## src/design/gdd_pkg.sv

```systemverilog
`timescale 1ns / 1ps
`default_nettype none
// ----------------------------------------------------------------------------
// gdd_pkg: shared types, constants and calendar functions
// Item types for the day difference block, multiplier sizes and month tables.
// ----------------------------------------------------------------------------
package gdd_pkg;

  localparam int unsigned YEAR_MAX_DEF = 9999;

  localparam int unsigned DAY_W   = 5;
  localparam int unsigned MONTH_W = 4;
  localparam int unsigned YEAR_W  = 14;
  localparam int unsigned COUNT_W = 22;
  localparam int unsigned YMAX_W  = 16;

  // shared multiplier and serial day number sizes
  localparam int unsigned MUL_W   = YEAR_W;
  localparam int unsigned PROD_W  = 2 * MUL_W;
  localparam int unsigned SER_W   = 24;

  // divide by 100 as multiply by reciprocal and shift, exact below 2**14
  localparam logic [MUL_W-1:0] RECIP_100 = MUL_W'(5243);
  localparam int unsigned      RECIP_SH  = 19;
  localparam int unsigned      QUOT_W    = PROD_W - RECIP_SH;

  localparam logic [MUL_W-1:0] CENTURY   = MUL_W'(100);
  localparam logic [MUL_W-1:0] YEAR_DAYS = MUL_W'(365);

  localparam logic [0:0] STATUS_OK  = 1'b0;
  localparam logic [0:0] STATUS_BAD = 1'b1;

  typedef struct packed {
    logic [DAY_W-1:0]   start_day;
    logic [MONTH_W-1:0] start_month;
    logic [YEAR_W-1:0]  start_year;
    logic [DAY_W-1:0]   end_day;
    logic [MONTH_W-1:0] end_month;
    logic [YEAR_W-1:0]  end_year;
    logic               count_end_day;
  } in_item_t;

  typedef struct packed {
    logic [COUNT_W-1:0] day_count;
    logic               status;
  } out_item_t;

  function automatic logic [DAY_W-1:0] month_len(input logic [MONTH_W-1:0] m,
                                                 input logic leap);
    logic [DAY_W-1:0] len;
    len = DAY_W'(31);
    if (m == MONTH_W'(2)) begin
      len = leap ? DAY_W'(29) : DAY_W'(28);
    end else if (m inside {MONTH_W'(4), MONTH_W'(6), MONTH_W'(9), MONTH_W'(11)}) begin
      len = DAY_W'(30);
    end
    return len;
  endfunction

  function automatic logic [8:0] days_before(input logic [MONTH_W-1:0] m);
    logic [8:0] n;
    case (m)
      MONTH_W'(1):  n = 9'd0;
      MONTH_W'(2):  n = 9'd31;
      MONTH_W'(3):  n = 9'd59;
      MONTH_W'(4):  n = 9'd90;
      MONTH_W'(5):  n = 9'd120;
      MONTH_W'(6):  n = 9'd151;
      MONTH_W'(7):  n = 9'd181;
      MONTH_W'(8):  n = 9'd212;
      MONTH_W'(9):  n = 9'd243;
      MONTH_W'(10): n = 9'd273;
      MONTH_W'(11): n = 9'd304;
      MONTH_W'(12): n = 9'd334;
      default:      n = 9'd0;
    endcase
    return n;
  endfunction

endpackage
`default_nettype wire

```

## src/design/gdd_mul.sv

```systemverilog
`timescale 1ns / 1ps
`default_nettype none
// ----------------------------------------------------------------------------
// gdd_mul: shared registered multiplier
// One unsigned multiply per cycle, product available the cycle after.
// ----------------------------------------------------------------------------
module gdd_mul (
  input  wire logic                        clk,
  input  wire logic [gdd_pkg::MUL_W-1:0]   mul_a,
  input  wire logic [gdd_pkg::MUL_W-1:0]   mul_b,
  output logic      [gdd_pkg::PROD_W-1:0]  prod_r
);

  logic [gdd_pkg::PROD_W-1:0] prod_nxt;

  assign prod_nxt = gdd_pkg::PROD_W'(mul_a) * gdd_pkg::PROD_W'(mul_b);

  always_ff @(posedge clk) begin
    prod_r <= prod_nxt;
  end

endmodule
`default_nettype wire

```

## src/design/gregorian_day_difference.sv

```systemverilog
`timescale 1ns / 1ps
`default_nettype none
// ----------------------------------------------------------------------------
// gregorian_day_difference: days between two Gregorian dates
// Result: registered once both dates have passed their steps and the result
// stage, later while the previous result still waits for out_ready.
// Items: a new item is taken only in idle, after the last result is loaded; each
// date takes six steps, four of them through the one shared multiplier (year / 100,
// (year / 100) * 100, (year-1) / 100, (year-1) * 365).
// Reset: synchronous active low, returns to idle and drops out_valid.
// ----------------------------------------------------------------------------
module gregorian_day_difference #(
  parameter int unsigned YEAR_MAX = gdd_pkg::YEAR_MAX_DEF
) (
  input  wire logic               clk,
  input  wire logic               rst_n,
  input  wire logic               in_valid,
  output logic                    in_ready,
  input  wire gdd_pkg::in_item_t  in_data,
  output logic                    out_valid,
  input  wire logic               out_ready,
  output gdd_pkg::out_item_t      out_data
);

  localparam logic [2:0] ST_IDLE = 3'd0;
  localparam logic [2:0] ST_YQ   = 3'd1;
  localparam logic [2:0] ST_YR   = 3'd2;
  localparam logic [2:0] ST_PQ   = 3'd3;
  localparam logic [2:0] ST_PM   = 3'd4;
  localparam logic [2:0] ST_ACC  = 3'd5;
  localparam logic [2:0] ST_FIN  = 3'd6;
  localparam logic [2:0] ST_OUT  = 3'd7;

  localparam int unsigned SER_W  = gdd_pkg::SER_W;
  localparam int unsigned MUL_W  = gdd_pkg::MUL_W;
  localparam int unsigned QUOT_W = gdd_pkg::QUOT_W;

  logic [2:0]                  state_r, state_nxt;
  logic                        sel_r, sel_nxt;
  gdd_pkg::in_item_t           in_r, in_nxt;
  logic [QUOT_W-1:0]           qy_r, qy_nxt;
  logic [QUOT_W-1:0]           qp_r, qp_nxt;
  logic                        leap_r, leap_nxt;
  logic [SER_W-1:0]            acc_r, acc_nxt;
  logic [SER_W-1:0]            ser_a_r, ser_a_nxt;
  logic [SER_W-1:0]            ser_b_r, ser_b_nxt;
  logic                        bad_r, bad_nxt;
  gdd_pkg::out_item_t          out_r, out_nxt;
  logic                        out_valid_r, out_valid_nxt;

  logic [MUL_W-1:0]            mul_a, mul_b;
  logic [gdd_pkg::PROD_W-1:0]  prod_r;
  logic [QUOT_W-1:0]           quot;

  logic [gdd_pkg::DAY_W-1:0]   cur_d;
  logic [gdd_pkg::MONTH_W-1:0] cur_m;
  logic [gdd_pkg::YEAR_W-1:0]  cur_y;
  logic [gdd_pkg::YEAR_W-1:0]  cur_p;
  logic                        cent;
  logic                        date_ok;
  logic                        leap_add;
  logic [SER_W-1:0]            serial;
  logic [SER_W-1:0]            diff;
  logic [SER_W-1:0]            cnt;
  logic                        out_free;

  gdd_mul u_mul (
    .clk    (clk),
    .mul_a  (mul_a),
    .mul_b  (mul_b),
    .prod_r (prod_r)
  );

  assign cur_d = sel_r ? in_r.end_day   : in_r.start_day;
  assign cur_m = sel_r ? in_r.end_month : in_r.start_month;
  assign cur_y = sel_r ? in_r.end_year  : in_r.start_year;
  assign cur_p = cur_y - gdd_pkg::YEAR_W'(1);
  assign quot  = prod_r[gdd_pkg::PROD_W-1:gdd_pkg::RECIP_SH];
  assign cent  = (prod_r == gdd_pkg::PROD_W'(cur_y));

  assign date_ok = (cur_y != '0)
                && (gdd_pkg::YMAX_W'(cur_y) <= gdd_pkg::YMAX_W'(YEAR_MAX))
                && (cur_m >= gdd_pkg::MONTH_W'(1)) && (cur_m <= gdd_pkg::MONTH_W'(12))
                && (cur_d != '0)
                && (cur_d <= gdd_pkg::month_len(cur_m, leap_r));

  assign leap_add = leap_r && (cur_m > gdd_pkg::MONTH_W'(2));
  assign serial   = acc_r + SER_W'(qp_r >> 2) + SER_W'(gdd_pkg::days_before(cur_m))
                  + SER_W'(leap_add) + SER_W'(cur_d);

  assign diff     = (ser_b_r > ser_a_r) ? (ser_b_r - ser_a_r) : '0;
  assign cnt      = diff + SER_W'(in_r.count_end_day);
  assign out_free = !out_valid_r || out_ready;

  always_comb begin
    mul_a = '0;
    mul_b = '0;
    case (state_r)
      ST_YQ: begin
        mul_a = cur_y;
        mul_b = gdd_pkg::RECIP_100;
      end
      ST_YR: begin
        mul_a = MUL_W'(quot);
        mul_b = gdd_pkg::CENTURY;
      end
      ST_PQ: begin
        mul_a = cur_p;
        mul_b = gdd_pkg::RECIP_100;
      end
      ST_PM: begin
        mul_a = cur_p;
        mul_b = gdd_pkg::YEAR_DAYS;
      end
      default: begin
        mul_a = '0;
        mul_b = '0;
      end
    endcase
  end

  always_comb begin
    state_nxt     = state_r;
    sel_nxt       = sel_r;
    in_nxt        = in_r;
    qy_nxt        = qy_r;
    qp_nxt        = qp_r;
    leap_nxt      = leap_r;
    acc_nxt       = acc_r;
    ser_a_nxt     = ser_a_r;
    ser_b_nxt     = ser_b_r;
    bad_nxt       = bad_r;
    out_nxt       = out_r;
    out_valid_nxt = out_valid_r && !out_ready;
    case (state_r)
      ST_IDLE: begin
        if (in_valid) begin
          in_nxt    = in_data;
          sel_nxt   = 1'b0;
          bad_nxt   = 1'b0;
          state_nxt = ST_YQ;
        end
      end
      ST_YQ: begin
        state_nxt = ST_YR;
      end
      ST_YR: begin
        qy_nxt    = quot;
        state_nxt = ST_PQ;
      end
      ST_PQ: begin
        // prod holds (year / 100) * 100
        leap_nxt  = (cent && (qy_r[1:0] == 2'b00)) || (!cent && (cur_y[1:0] == 2'b00));
        state_nxt = ST_PM;
      end
      ST_PM: begin
        qp_nxt    = quot;
        state_nxt = ST_ACC;
      end
      ST_ACC: begin
        acc_nxt   = SER_W'(prod_r) + SER_W'(cur_p >> 2) - SER_W'(qp_r);
        state_nxt = ST_FIN;
      end
      ST_FIN: begin
        bad_nxt = bad_r || !date_ok;
        if (sel_r) begin
          ser_b_nxt = serial;
          state_nxt = ST_OUT;
        end else begin
          ser_a_nxt = serial;
          sel_nxt   = 1'b1;
          state_nxt = ST_YQ;
        end
      end
      ST_OUT: begin
        if (out_free) begin
          if (bad_r) begin
            out_nxt.day_count = '0;
            out_nxt.status    = gdd_pkg::STATUS_BAD;
          end else begin
            out_nxt.day_count = cnt[gdd_pkg::COUNT_W-1:0];
            out_nxt.status    = gdd_pkg::STATUS_OK;
          end
          out_valid_nxt = 1'b1;
          state_nxt     = ST_IDLE;
        end
      end
      default: begin
        state_nxt = ST_IDLE;
      end
    endcase
  end

  always_ff @(posedge clk) begin
    if (!rst_n) begin
      state_r     <= ST_IDLE;
      out_valid_r <= 1'b0;
    end else begin
      state_r     <= state_nxt;
      out_valid_r <= out_valid_nxt;
    end
  end

  always_ff @(posedge clk) begin
    sel_r   <= sel_nxt;
    in_r    <= in_nxt;
    qy_r    <= qy_nxt;
    qp_r    <= qp_nxt;
    leap_r  <= leap_nxt;
    acc_r   <= acc_nxt;
    ser_a_r <= ser_a_nxt;
    ser_b_r <= ser_b_nxt;
    bad_r   <= bad_nxt;
    out_r   <= out_nxt;
  end

  assign in_ready  = (state_r == ST_IDLE);
  assign out_valid = out_valid_r;
  assign out_data  = out_r;

  // error results carry a zero count
  a_bad_zero: assert property (@(posedge clk) disable iff (!rst_n)
    out_valid && (out_data.status == gdd_pkg::STATUS_BAD) |-> out_data.day_count == '0)
    else $error("error item with nonzero count");

  // an accepted item starts on the start date
  a_start: assert property (@(posedge clk) disable iff (!rst_n)
    in_valid && in_ready |=> (state_r == ST_YQ) && !sel_r)
    else $error("item did not start on start date");

  // second date finishing leads to result stage
  a_fin: assert property (@(posedge clk) disable iff (!rst_n)
    (state_r == ST_FIN) && sel_r |=> state_r == ST_OUT)
    else $error("end date did not lead to result stage");

  // a fresh result only appears on leaving the result stage
  a_load: assert property (@(posedge clk) disable iff (!rst_n)
    $rose(out_valid) |-> $past(state_r) == ST_OUT)
    else $error("result appeared outside result stage");

endmodule
`default_nettype wire
```

## config.mk

```make
export PLATFORM = sky130hd
export DESIGN_NAME = gregorian_day_difference
export DESIGN_NICKNAME = d
export VERILOG_FILES = /design/src/design/gdd_pkg.sv /design/src/design/gdd_mul.sv /design/src/design/gregorian_day_difference.sv
export SDC_FILE = /design/constraint.sdc
export NUM_CORES = 1
export LEC_CHECK = 0
export BUFFER_PORTS_ARGS = -buffer_cell sky130_fd_sc_hd__buf_4
export CAP_MARGIN = 20
export CORE_ASPECT_RATIO = 0.5
export CORE_MARGIN = 10
export CORE_UTILIZATION = 45
export DETAILED_ROUTE_END_ITERATION = 8
export GPL_ROUTABILITY_DRIVEN = 0
export PLACE_DENSITY = 0.68
export SLEW_MARGIN = 10
export SYNTH_ARGS = -nofsm -noshare
export SYNTH_HDL_FRONTEND = slang
export SYNTH_HIERARCHICAL = 1
export SYNTH_SLANG_ARGS = --single-unit
```

## constraint.sdc

```tcl
create_clock -name clk -period 12 [get_ports clk]
set_input_delay 0.6 -clock clk [delete_from_list [all_inputs] [get_ports clk]]
set_output_delay 0.6 -clock clk [all_outputs]
set_load 0.05 [all_outputs]
```

==> results.ini <==
[worst_setup_path]
path_delay_family = adder cells
arrival_ps = 8750
path_max_fanout = 14
cp.depth = 29
crit_path_max_incr_delay_ps = 750
reg2reg_depth = 29
cp_slowest_cell = edfxtp_1
cp-start-kind = register
critPathCaptureType = register
cp.required_ps = 12330
critPathKind = reg2reg
cp_num_buf_inv = 7

[yosys]
syn_area_um2 = 18700
ys_ff_latch = 188
async_reset_ff_share_pct = 0
netlist_instances = 1935
synth_flop_cell = edfxtp_1
synth_top_cells_by_area = edfxtp_1, fa_1, ha_1
yosys_warnings = 6
synth_area_leader_cell = edfxtp_1
synth_cell_types = 92
synth_edf_count = 156
ys_seq_area_share_pct = 28.5
syn_area_per_cell_um2 = 9.64
synth_top_area_share_pct = 25.1

[timing]
fin_crit_ps = 8410
final-hold-violation-count = 0
maxSlewHeadroom_pct = 39.8
tightest_slew_ps = 878
maxSlewViolCount = 0
fin_setup_tns_ps = 0
finClkSkew_ps = 10.5
fin_crit_sh_pct = 70.1
fmax_mhz = 119
finalSetupViolations = 0
fin_ws_ps = 3590
rsz0062_at_grt = false

[detailed_routing]
wire_per_inst_um = 15.9
via_count = 13400
drc = 0
drt_first_pass_iters = 5
drt_iter0_drc = 800
drtAntennaViolNets = 0
routed_wirelength_um = 40700
via_per_inst = 5.23

[pwr]
p_per_area_nw_per_um2 = 149
vdd_drop_max_mv = 0.0867
cellLeakagePower_uw = 0.00940

[clock_tree]
cts_setup_buffers = 0
cts_tree = built
clock_path_buffers = 2
clk_pin_slew_ps = 70
clock_latency_ps = 450
htreeDepth = 4
cts_buffers = 17
clockRootBuffer = clkbuf_16
cts_sinks = 188
cts_hold_buf = 0
cts_resized = 0

[global_routing]
grt_max_degree = 60
grt_pass1_wl_um = 67600
first_global_vias = 13200
globalRouteOverflowTotal = 0
antenna_found_initial = 0
grt_usage_pct = 16.5

[floorplan]
num_rows = 52
die-height_um = 164
io-pin-count = 76
die_w_um = 308
core_um2 = 40700
initial_utilization_pct = 45.9
dieArea_um2 = 50500

[placement]
dp_slack_ps = 3630
io_buffers = 75
dp.cells = 2530
dp_hpwl_um = 31700

[hold_path]
holdPathStages = 1
hold_class = in2reg

[layout]
syn_to_final_growth_pct = 9.97
final_cells = 2565
drive_gt1_share_pct = 8.84
num-nets-final = 2407

[outcome]
outcome = finished clean

[run]
maxCapViolCount = 0

[cells in the mapped netlist (all sizes together), types with 16 or more instances]
master	instances
nand2b	16
nand4	19
nor3	25
a21o	27
and3	18
nor2b	21
nand3	40
o21ai	61
nor2	108
dfxtp	32
fa	164
clkbuf	45
and2	106
mux2i	20
o22ai	16
ha	181
a21oi	78
xnor2	75
nand2	181
buf	18
xor2	44
edfxtp	156
inv	311
[per-layer routing]
layer | GRT usage, % | vias up | share of wire (%)
li1 | - | 6598 | -
met1 | 21.9 | 6385 | 46
met2 | 27.6 | 383 | 46
met3 | 2.92 | 51 | 6.0
met4 | 4.48 | 0 | 2.0
met5 | 0 | - | 0
[kinds of logic after synthesis]
group                    Yosys count  synth area share (%)
XOR/XNOR                         119                  5.69
buffers and inverters            374                  7.74
flip-flops                       188                  28.5
multiplexers                      26                  1.45
AND/OR/NAND/NOR                  582                  15.8
other                              1                0.0201
AO/OA/AOI/OAI                    300                  11.0
adder cells (fa/ha/maj)          345                  29.7
[area by class of cell]
class | count | area [µm²]
antenna | 1 | 2.50
clock buffer | 17 | 425
clock inverter | 15 | 158
fill | 3670 | 20100
inverter | 311 | 1170
multi-input combinational | 1392 | 12000
sequential | 188 | 5330
tap | 540 | 676
timing repair buffer | 101 | 778
[worst register-to-register path: cells and delay by family, from the launching register on]
family                   cells  cell delay (ps)
XOR/XNOR                     1              270
flip-flops                   1              750
multiplexers                 1              560
buffers and inverters        7              540
AO/OA/AOI/OAI                6             1200
AND/OR/NAND/NOR              6             1190
adder cells (fa/ha/maj)      8             3780
[placed cells by master (no fill, tap or decap), drive strengths merged, types with 12 or more instances in the layout]
master / synthesis / final
a21o: 27 / 27
a21oi: 78 / 78
and2: 106 / 106
and3: 18 / 18
buf: 18 / 101
clkbuf: 45 / 17
conb: 1 / 20
dfxtp: 32 / 32
edfxtp: 156 / 156
fa: 164 / 164
ha: 181 / 181
inv: 311 / 318
mux2i: 20 / 20
nand2: 181 / 181
nand2b: 16 / 16
nand3: 40 / 40
nand4: 19 / 19
nor2: 108 / 108
nor2b: 21 / 21
nor3: 25 / 25
o21a: 12 / 12
o21ai: 61 / 61
o22ai: 16 / 16
xnor2: 75 / 75
xor2: 44 / 44
[stage by stage]
stage	util, %	power, µW	hold WS [ps]	cell area [µm²]
5_1_grt	50.5	3340	290	20500
3_3_place_gp	48.9	2470	503	19900
6_report	50.5	3060	323	20500
2_1_floorplan	-	2110	431	18700
3_5_place_dp	48.9	2490	497	19900
4_1_cts	50.4	3070	299	20500
[final timing paths]
kind,startpoint,endpoint,slack [ps]
hold reg to reg,u_mul/prod_r[25],qp_r[6],530
setup / recovery,sel_r,u_mul/prod_r[24],3590
hold / removal,in_data[1],in_r[1],320
setup reg to reg,sel_r,u_mul/prod_r[24],3590
[power breakdown]
part           internal, µW  total, µW  leakage [µW]  switching [µW]
registers               834        897       0.00170            62.7
logic                   654       1600       0.00741             947
clock network           295        563      0.000290             268
total                  1780       3060       0.00940            1280
[sequential cells by signal, indices dropped and copies added, names as in the netlist]
register / flops
in_r: 47
ser_a_r: 24
sel_r: 1
qp_r: 9
out_data: 23
out_valid: 1
bad_r: 1
ser_b_r: 24
acc_r: 24
leap_r: 1
qy_r: 2
state_r: 3
u_mul/prod_r: 28
(Power assumes the default switching activity.)
